<file path="src/rtl/bps_pkg.sv">
// Shared types, constants and codes of the bitmap priority scheduler.
package bps_pkg;

    localparam int NUM_PRIO   = 32;
    localparam int TICK_WIDTH = 16;
    localparam int PRIO_W     = 6;
    localparam int TICKS_W    = 16;
    localparam int MASK_W     = 32;
    localparam int IDX_W      = $clog2(NUM_PRIO);

    typedef logic [PRIO_W-1:0]     prio_t;
    typedef logic [TICK_WIDTH-1:0] tick_t;
    typedef logic [IDX_W-1:0]      idx_t;
    typedef logic [NUM_PRIO-1:0]   pmask_t;

    localparam prio_t NO_THREAD = prio_t'(33);

    typedef enum logic [1:0] {
        ACT_TICK  = 2'd0,
        ACT_DELAY = 2'd1,
        ACT_START = 2'd2,
        ACT_SCHED = 2'd3
    } action_t;

    typedef enum logic [1:0] {
        ST_OK        = 2'd0,
        ST_BAD_PRIO  = 2'd1,
        ST_BAD_DELAY = 2'd2
    } status_t;

    typedef enum logic [1:0] {
        S_IDLE  = 2'd0,
        S_EXEC  = 2'd1,
        S_WALK  = 2'd2,
        S_SCHED = 2'd3
    } state_t;

    // Commands from controller to datapath
    typedef struct packed {
        logic load;
        logic exec;
        logic walk_start;
        logic walk;
        logic sched;
    } cmd_t;

    // Status from datapath to controller
    typedef struct packed {
        logic is_tick;
        logic idx_last;
    } dp_stat_t;

endpackage

</file>
<file path="src/rtl/bps_ram.sv">
// Generic simple dual-port RAM with registered read.
module bps_ram #(
    parameter int WIDTH = 16,
    parameter int DEPTH = 32
) (
    input  logic                     clk,
    input  logic                     we,
    input  logic [$clog2(DEPTH)-1:0] waddr,
    input  logic [WIDTH-1:0]         wdata,
    input  logic [$clog2(DEPTH)-1:0] raddr,
    output logic [WIDTH-1:0]         rdata
);

    logic [WIDTH-1:0] mem_reg [DEPTH];
    logic [WIDTH-1:0] rdata_reg;

    always_ff @(posedge clk)
    begin
        if (we)
        begin
            mem_reg[waddr] <= wdata;
        end
        rdata_reg <= mem_reg[raddr];
    end

    assign rdata = rdata_reg;

endmodule

</file>
<file path="src/rtl/bps_ctrl.sv">
// Sequencing state machine of the scheduler.
module bps_ctrl (
    input  logic              clk,
    input  logic              rst_n,
    input  logic              start,
    input  bps_pkg::dp_stat_t dp_stat,
    output bps_pkg::cmd_t     cmd,
    output logic              busy
);
    import bps_pkg::*;

    state_t state_reg;
    state_t state_next;

    always_ff @(posedge clk or negedge rst_n)
    begin
        if (!rst_n)
        begin
            state_reg <= S_IDLE;
        end
        else
        begin
            state_reg <= state_next;
        end
    end

    always_comb
    begin
        state_next = state_reg;
        cmd        = '0;
        case (state_reg)
            S_IDLE:
            begin
                if (start)
                begin
                    cmd.load   = 1'b1;
                    state_next = S_EXEC;
                end
            end
            S_EXEC:
            begin
                if (dp_stat.is_tick)
                begin
                    // issue the read of the first counter
                    cmd.walk_start = 1'b1;
                    state_next     = S_WALK;
                end
                else
                begin
                    cmd.exec   = 1'b1;
                    state_next = S_SCHED;
                end
            end
            S_WALK:
            begin
                cmd.walk = 1'b1;
                if (dp_stat.idx_last)
                begin
                    state_next = S_SCHED;
                end
            end
            S_SCHED:
            begin
                cmd.sched  = 1'b1;
                state_next = S_IDLE;
            end
            default:
            begin
                state_next = S_IDLE;
            end
        endcase
    end

    assign busy = (state_reg != S_IDLE);

endmodule

</file>
<file path="src/rtl/bps_datapath.sv">
// Scheduler state, counter walk and priority encode.
module bps_datapath (
    input  logic                           clk,
    input  logic                           rst_n,
    input  bps_pkg::cmd_t                  cmd,
    output bps_pkg::dp_stat_t              dp_stat,
    input  logic [1:0]                     action,
    input  logic [bps_pkg::PRIO_W-1:0]     prio,
    input  logic [bps_pkg::TICKS_W-1:0]    ticks,
    output logic                           done,
    output logic [bps_pkg::PRIO_W-1:0]     next_prio,
    output logic                           switch_request,
    output logic [bps_pkg::MASK_W-1:0]     ready_mask,
    output logic [1:0]                     status
);
    import bps_pkg::*;

    action_t              action_reg;
    prio_t                prio_in_reg;
    tick_t                ticks_in_reg;
    prio_t                running_reg, running_next;
    logic [NUM_PRIO:0]    regmask_reg, regmask_next;
    pmask_t               ready_reg, ready_next;
    pmask_t               delayed_reg, delayed_next;
    idx_t                 idx_reg, idx_next;
    status_t              status_reg, status_next;
    logic                 switch_reg, switch_next;
    logic                 done_reg;

    logic                 ram_we;
    idx_t                 ram_waddr;
    tick_t                ram_wdata;
    idx_t                 ram_raddr;
    tick_t                ram_rdata;

    logic [NUM_PRIO:0]    start_hot;
    pmask_t               run_hot;
    tick_t                dec;
    prio_t                top;
    logic                 start_bad;
    logic                 delay_ok;

    bps_ram #(
        .WIDTH (TICK_WIDTH),
        .DEPTH (NUM_PRIO)
    ) u_count_ram (
        .clk   (clk),
        .we    (ram_we),
        .waddr (ram_waddr),
        .wdata (ram_wdata),
        .raddr (ram_raddr),
        .rdata (ram_rdata)
    );

    // one-hot decodes of the start priority and the running priority
    always_comb
    begin
        for (int p = 0; p <= NUM_PRIO; p++)
        begin
            start_hot[p] = (prio_in_reg == prio_t'(p));
        end
        for (int i = 0; i < NUM_PRIO; i++)
        begin
            run_hot[i] = (running_reg == prio_t'(i + 1));
        end
    end

    // highest ready priority, 0 when none
    always_comb
    begin
        top = '0;
        for (int i = 0; i < NUM_PRIO; i++)
        begin
            if (ready_reg[i])
            begin
                top = prio_t'(i + 1);
            end
        end
    end

    assign start_bad = (prio_in_reg > prio_t'(NUM_PRIO)) || (|(start_hot & regmask_reg));
    assign delay_ok  = (running_reg != '0) && (running_reg <= prio_t'(NUM_PRIO))
                       && (ticks_in_reg != '0);
    assign dec       = ram_rdata - tick_t'(1);
    assign ram_raddr = cmd.walk ? idx_t'(idx_reg + 1'b1) : '0;

    always_comb
    begin
        running_next = running_reg;
        regmask_next = regmask_reg;
        ready_next   = ready_reg;
        delayed_next = delayed_reg;
        idx_next     = idx_reg;
        status_next  = status_reg;
        switch_next  = switch_reg;
        ram_we       = 1'b0;
        ram_waddr    = idx_reg;
        ram_wdata    = dec;

        if (cmd.exec)
        begin
            status_next = ST_OK;
            case (action_reg)
                ACT_DELAY:
                begin
                    if (delay_ok)
                    begin
                        ram_we       = 1'b1;
                        ram_waddr    = idx_t'(running_reg - 1'b1);
                        ram_wdata    = ticks_in_reg;
                        ready_next   = ready_reg & ~run_hot;
                        delayed_next = delayed_reg | run_hot;
                    end
                    else
                    begin
                        status_next = ST_BAD_DELAY;
                    end
                end
                ACT_START:
                begin
                    if (start_bad)
                    begin
                        status_next = ST_BAD_PRIO;
                    end
                    else
                    begin
                        regmask_next = regmask_reg | start_hot;
                        ready_next   = ready_reg | start_hot[NUM_PRIO:1];
                    end
                end
                default:
                begin
                end
            endcase
        end

        if (cmd.walk_start)
        begin
            status_next = ST_OK;
            idx_next    = '0;
        end

        // retire one counter per cycle; read of the next one is in flight
        if (cmd.walk)
        begin
            if (delayed_reg[idx_reg])
            begin
                ram_we = 1'b1;
                if (dec == '0)
                begin
                    ready_next[idx_reg]   = 1'b1;
                    delayed_next[idx_reg] = 1'b0;
                end
            end
            if (!dp_stat.idx_last)
            begin
                idx_next = idx_t'(idx_reg + 1'b1);
            end
        end

        if (cmd.sched)
        begin
            switch_next  = (top != running_reg);
            running_next = top;
        end
    end

    always_ff @(posedge clk or negedge rst_n)
    begin
        if (!rst_n)
        begin
            running_reg <= NO_THREAD;
            regmask_reg <= (NUM_PRIO + 1)'(1);
            ready_reg   <= '0;
            delayed_reg <= '0;
            idx_reg     <= '0;
            status_reg  <= ST_OK;
            switch_reg  <= 1'b0;
            done_reg    <= 1'b0;
        end
        else
        begin
            running_reg <= running_next;
            regmask_reg <= regmask_next;
            ready_reg   <= ready_next;
            delayed_reg <= delayed_next;
            idx_reg     <= idx_next;
            status_reg  <= status_next;
            switch_reg  <= switch_next;
            done_reg    <= cmd.sched;
        end
    end

    // transaction payload capture
    always_ff @(posedge clk)
    begin
        if (cmd.load)
        begin
            action_reg   <= action_t'(action);
            prio_in_reg  <= prio;
            ticks_in_reg <= tick_t'(ticks);
        end
    end

    assign dp_stat.is_tick  = (action_reg == ACT_TICK);
    assign dp_stat.idx_last = (idx_reg == idx_t'(NUM_PRIO - 1));

    assign done           = done_reg;
    assign next_prio      = running_reg;
    assign switch_request = switch_reg;
    assign ready_mask     = MASK_W'(ready_reg);
    assign status         = status_reg;

endmodule

</file>
<file path="src/rtl/bitmap_priority_scheduler.sv">
// Top level of the bitmap priority thread scheduler.
//
//  channel  | handshake       | payload
//  ---------+-----------------+------------------------------------------------
//  command  | start, busy     | action, prio, ticks
//  result   | done (strobe)   | next_prio, switch_request, ready_mask, status
//
// A transaction is taken when start is high and busy is low.
// Start, delay and schedule-only actions pass through the execute and schedule
// states to done. A tick walks the NUM_PRIO counters between the two: the timeout
// counters sit in one RAM with a single read port, so the walk retires one
// counter per cycle before the priority encode.
// The result is on the ports for the single cycle that done is high; the
// receiver cannot stall it, and a new command may be taken in that cycle.
// Reset (rst_n, asynchronous, active low) leaves no thread running, only the
// idle level registered and the ready and delayed sets empty; the counters
// themselves are not cleared, since each is written before its value is used.
module bitmap_priority_scheduler (
    input  logic                          clk,
    input  logic                          rst_n,
    input  logic                          start,
    output logic                          busy,
    input  logic [1:0]                    action,
    input  logic [bps_pkg::PRIO_W-1:0]    prio,
    input  logic [bps_pkg::TICKS_W-1:0]   ticks,
    output logic                          done,
    output logic [bps_pkg::PRIO_W-1:0]    next_prio,
    output logic                          switch_request,
    output logic [bps_pkg::MASK_W-1:0]    ready_mask,
    output logic [1:0]                    status
);
    import bps_pkg::*;

    cmd_t     cmd;
    dp_stat_t dp_stat;

    // Sequence each transaction: capture, act or walk the counters, encode.
    bps_ctrl u_ctrl (
        .clk     (clk),
        .rst_n   (rst_n),
        .start   (start),
        .dp_stat (dp_stat),
        .cmd     (cmd),
        .busy    (busy)
    );

    // Hold the masks, running thread and counters; drive the result ports.
    bps_datapath u_datapath (
        .clk            (clk),
        .rst_n          (rst_n),
        .cmd            (cmd),
        .dp_stat        (dp_stat),
        .action         (action),
        .prio           (prio),
        .ticks          (ticks),
        .done           (done),
        .next_prio      (next_prio),
        .switch_request (switch_request),
        .ready_mask     (ready_mask),
        .status         (status)
    );

endmodule
</file>
<file path="config.mk">
export PLATFORM = sky130hd
export DESIGN_NAME = bitmap_priority_scheduler
export DESIGN_NICKNAME = d
export VERILOG_FILES = /design/src/rtl/bps_pkg.sv /design/src/rtl/bps_ram.sv /design/src/rtl/bps_ctrl.sv /design/src/rtl/bps_datapath.sv /design/src/rtl/bitmap_priority_scheduler.sv
export SDC_FILE = /design/constraint.sdc
export NUM_CORES = 1
export LEC_CHECK = 0
export ABC_AREA = 1
export BUFFER_PORTS_ARGS = -buffer_cell sky130_fd_sc_hd__buf_2
export CORE_UTILIZATION = 45
export CTS_CLUSTER_SIZE = 40
export DETAILED_ROUTE_END_ITERATION = 16
export GPL_TIMING_DRIVEN = 0
export PLACE_DENSITY = 0.65
export SYNTH_ARGS = -nofsm -noshare
export SYNTH_HDL_FRONTEND = slang
export SYNTH_SLANG_ARGS = --single-unit
export TNS_END_PERCENT = 1
</file>
<file path="constraint.sdc">
create_clock -name clk -period 4.53 [get_ports clk]
set_clock_uncertainty 0.05 [all_clocks]
set_input_delay 0 -clock clk [delete_from_list [all_inputs] [get_ports clk]]
set_output_delay 0 -clock clk [all_outputs]
set_load 0.02 [all_outputs]
</file>
==> impl_metrics.yaml <==
die:
  start_util_pct: 45.5
  io_pins: 70
  dieArea_um2: 64700
  die_h_um: 254
  die_x_um: 254
  rows: 92
  core_region_area_um2: 63000
placed_design:
  gp_congestion: 1.02
  dpl_cell_area_um2: 30500
  port_buffers: 69
  place_hpwl_um: 59200
pwr:
  power_frac_seq_pct: 36.7
  leakage_uw: 0.0121
  power_density_nw_per_um2: 654
  power.share.switching_pct: 39.7
  ir_worst_vdd_mv: 0.463
  p_switching_uw: 8840
  pwr-share-clk_pct: 26.1
  combPwrFrac_pct: 37.2
  power_uw: 22300
  p_int_uw: 13400
status:
  failed_checks: "negative setup slack"
  status: "finished with violations"
yosys:
  syn_inst: 2556
  synth_top_cell_area_share_pct: 56.2
  ys_ff_latch: 666
  yosysTopAreaCell: "edfxtp_1"
  postSynthAreaPerCell_um2: 11.2
  synth_async_sr_flop_share_pct: 17.1
  synth.distinct_cells: 52
  synth_edf_count: 536
  synthTopCellsByArea: "edfxtp_1 56%, dfrtp_1 9.7%, nor2_1 6.5%, o21ai_0 3.9%, nand2_1 3.2%"
  yosysWarnings: 0
  synthesis.nets: 2602
  ys.flop_type: "edfxtp_1"
  synth-seq-area-share_pct: 67.3
  syn_area_um2: 28700
sta:
  max_freq_mhz: 219
  fin_crit_ns: 4.56
  period_share_pct: 101
  setup_viol: 1
  drv_slew: 0
  tightest_slew_ns: 1.05
  fin_ws_ns: -0.0335
  slew_headroom_pct: 29.9
  rsz0062_at_grt: "true"
  hold_violations: 0
worst_setup_path:
  slowest_delay_ns: 0.69
  cp_max_fo: 10
  crit_slowest_cell: "clkbuf_1"
  r2r_end: "u_datapath.u_count_ram.rdata[15]"
  crit_family: "buffers and inverters"
  cp-start-kind: "register"
  r2r_setup_slack_ns: -0.03
  cp_data_required_time_ns: 4.95
  crit_type: "reg -> reg"
  critPathBufInv: 5
  rr_startpoint: "u_ctrl.state_reg[0]"
  cp-end-kind: "register"
  reg2reg_depth: 11
  cp_cell_sequence: "inv_1 -> ha_1 -> inv_1 -> nor2_1 -> clkbuf_1 -> clkbuf_1 -> buf_1 -> o21bai_1 -> o311ai_0 -> o211ai_1 -> a31oi_1"
  crit_arrival_ns: 4.98
routing:
  routed_wirelength_um: 86000
  vias_per_cell: 5.81
  remaining_drc_errors: 0
  vias: 21400
  drtPass1Iterations: 6
  wire_per_inst_um: 23.4
  drt_first_iter_violations: 2435
  antenna_left: 0
cts:
  cts_htree_levels: 3
  cts_root_buf: "clkbuf_16"
  cts.path.max_buffers: 3
  clock_latency_ns: 0.63
  path_clk_slew_ns: 0.06
  cts_sinks: 666
  cts_buffers: 72
  cts_tree: "built"
hold_path:
  hp-class: "in -> reg"
  hold_depth: 2
  hp-start: "action[1]"
  whs_endpoint: "u_datapath.action_reg[1]"
final_layout:
  fill_cells: 5375
  final_area_um2: 34100
  final_layout_size_suffix_gt1_share_pct: 11.7
  antenna_cells: 0
  final_cell_mix: "536 x edfxtp_1, 466 x nor2_1, 240 x nand2_1"
  area_delta_synth_final_pct: 18.9
  largest_register_ffs: 512
  final_common_cell: "edfxtp_1"
  final_nets: 2825
  final_core_util_pct: 54.1
global_route:
  grt_pass1_vias: 20400
  grt_overflow: 0
  grt_pass1_wl_um: 127000
  antenna_found_initial: 0
  grt_usage_pct: 26.7
  grt_max_degree: 78
job:
  drv_cap: 0
==> worst reg2reg max path, delay by kind of cell (launching register included) <==
kind / cells / cell delay (ns)
and+or+nand+nor: 1 / 0.40
DFF: 1 / 0.41
adders and majority gates: 1 / 0.33
buffers and inverters: 5 / 2.23
AOI/OAI and AO/OA: 4 / 0.99
==> cells in the mapped netlist, types with 3 or more instances <==
cell,count
o311ai_0,64
nand2_2,4
dfrtp_1,111
nand2_1,248
buf_2,6
xnor2_1,5
inv_2,5
o211ai_1,76
ha_1,19
clkinv_1,3
dfstp_2,3
o21ai_0,223
o221ai_1,7
edfxtp_1,536
a21oi_1,52
a31oi_1,32
nor2_1,498
nor4_1,12
inv_1,207
o21ai_1,24
o22ai_1,8
nor2_4,5
nor3_1,30
o21bai_1,67
xor2_1,6
nor3_2,3
clkbuf_1,123
buf_1,12
o32ai_1,64
nand4_1,15
a31o_2,8
dfxtp_1,16
nand3_1,42
==> layer usage <==
metal	global-route usage [%]	vias up	share of wire [%]
li1	-	9632	-
met1	35.0	10400	40
met2	43.2	1122	47
met3	4.65	201	8.3
met4	12.4	0	4.8
met5	0	-	0
==> power by group through the flow <==
| stage | registers [µW] | clock network, µW | logic [µW] |
|---|---|---|---|
| floorplan | 8300 | 0 | 4160 |
| global placement | 8450 | 0 | 7160 |
| detailed placement | 8330 | 0 | 7700 |
| CTS | 8190 | 5860 | 7890 |
| global route | 8210 | 6080 | 8760 |
| finish | 8180 | 5810 | 8280 |
==> cell families after synthesis <==
logic type               count (synthesis)  share of synthesized area (%)
AO/OA/AOI/OAI                          638                           14.6
XOR/XNOR                                11                          0.336
adder cells (fa/ha/maj)                 19                          0.830
buffers and inverters                  357                           4.72
flip-flops                             666                           67.3
AND/OR/NAND/NOR                        865                           12.3
==> per-stage QoR <==
stage / hold slack (ns) / std cells / setup WS, ns / TNS, ns
floorplan: -0.346 / 2556 / 0.767 / 0
global placement: 0.129 / 3471 / -2.33 / -994.31
detailed placement: -0.112 / 3484 / -0.972 / -378.76
CTS: 0.0130 / 3643 / -0.259 / -82.77
global route: 0.0299 / 3680 / -0.121 / -0.153
finish: 0.0415 / 3680 / -0.0335 / -0.0335
==> worst max path at each step <==
stage	start	endpoint	slack (ns)	cells after the start
after floorplan	u_datapath.next_prio[1]	u_datapath.u_count_ram.mem_reg[0][9]	0.77	14
after global placement	u_datapath.next_prio[0]	u_datapath.u_count_ram.mem_reg[20][1]	-2.33	12
after detailed placement	u_datapath.next_prio[0]	u_datapath.u_count_ram.mem_reg[10][7]	-0.97	17
after CTS	u_datapath.next_prio[0]	u_datapath.u_count_ram.mem_reg[19][8]	-0.26	18
after global routing	u_ctrl.state_reg[0]	u_datapath.u_count_ram.rdata[15]	-0.12	11
final	u_ctrl.state_reg[0]	u_datapath.u_count_ram.rdata[15]	-0.03	11
==> final cells by class <==
type	instances	area [µm²]	area share (%)
inverters	215	815	2.39
well taps	846	1060	3.11
multi-input cells	1533	8480	24.9
plain buffers	141	544	1.60
clock inverters	43	423	1.24
flip-flops and latches	666	19300	56.6
repair buffers	149	1560	4.57
repair inverters	1	7.51	0.0220
clock buffers	86	1910	5.59
==> what timing repair did <==
| action | CTS | global route |
|---|---|---|
| cloned | 1 | 0 |
| endpoints found under the hold margin | 140 | 0 |
| setup buffers | 1 | 38 |
| endpoints found under the setup margin | 688 | 792 |
| pin swaps | 5 | 28 |
| gates resized for setup | 67 | 19 |
| hold buffers | 28 | 0 |
(Power assumes the default switching activity.)
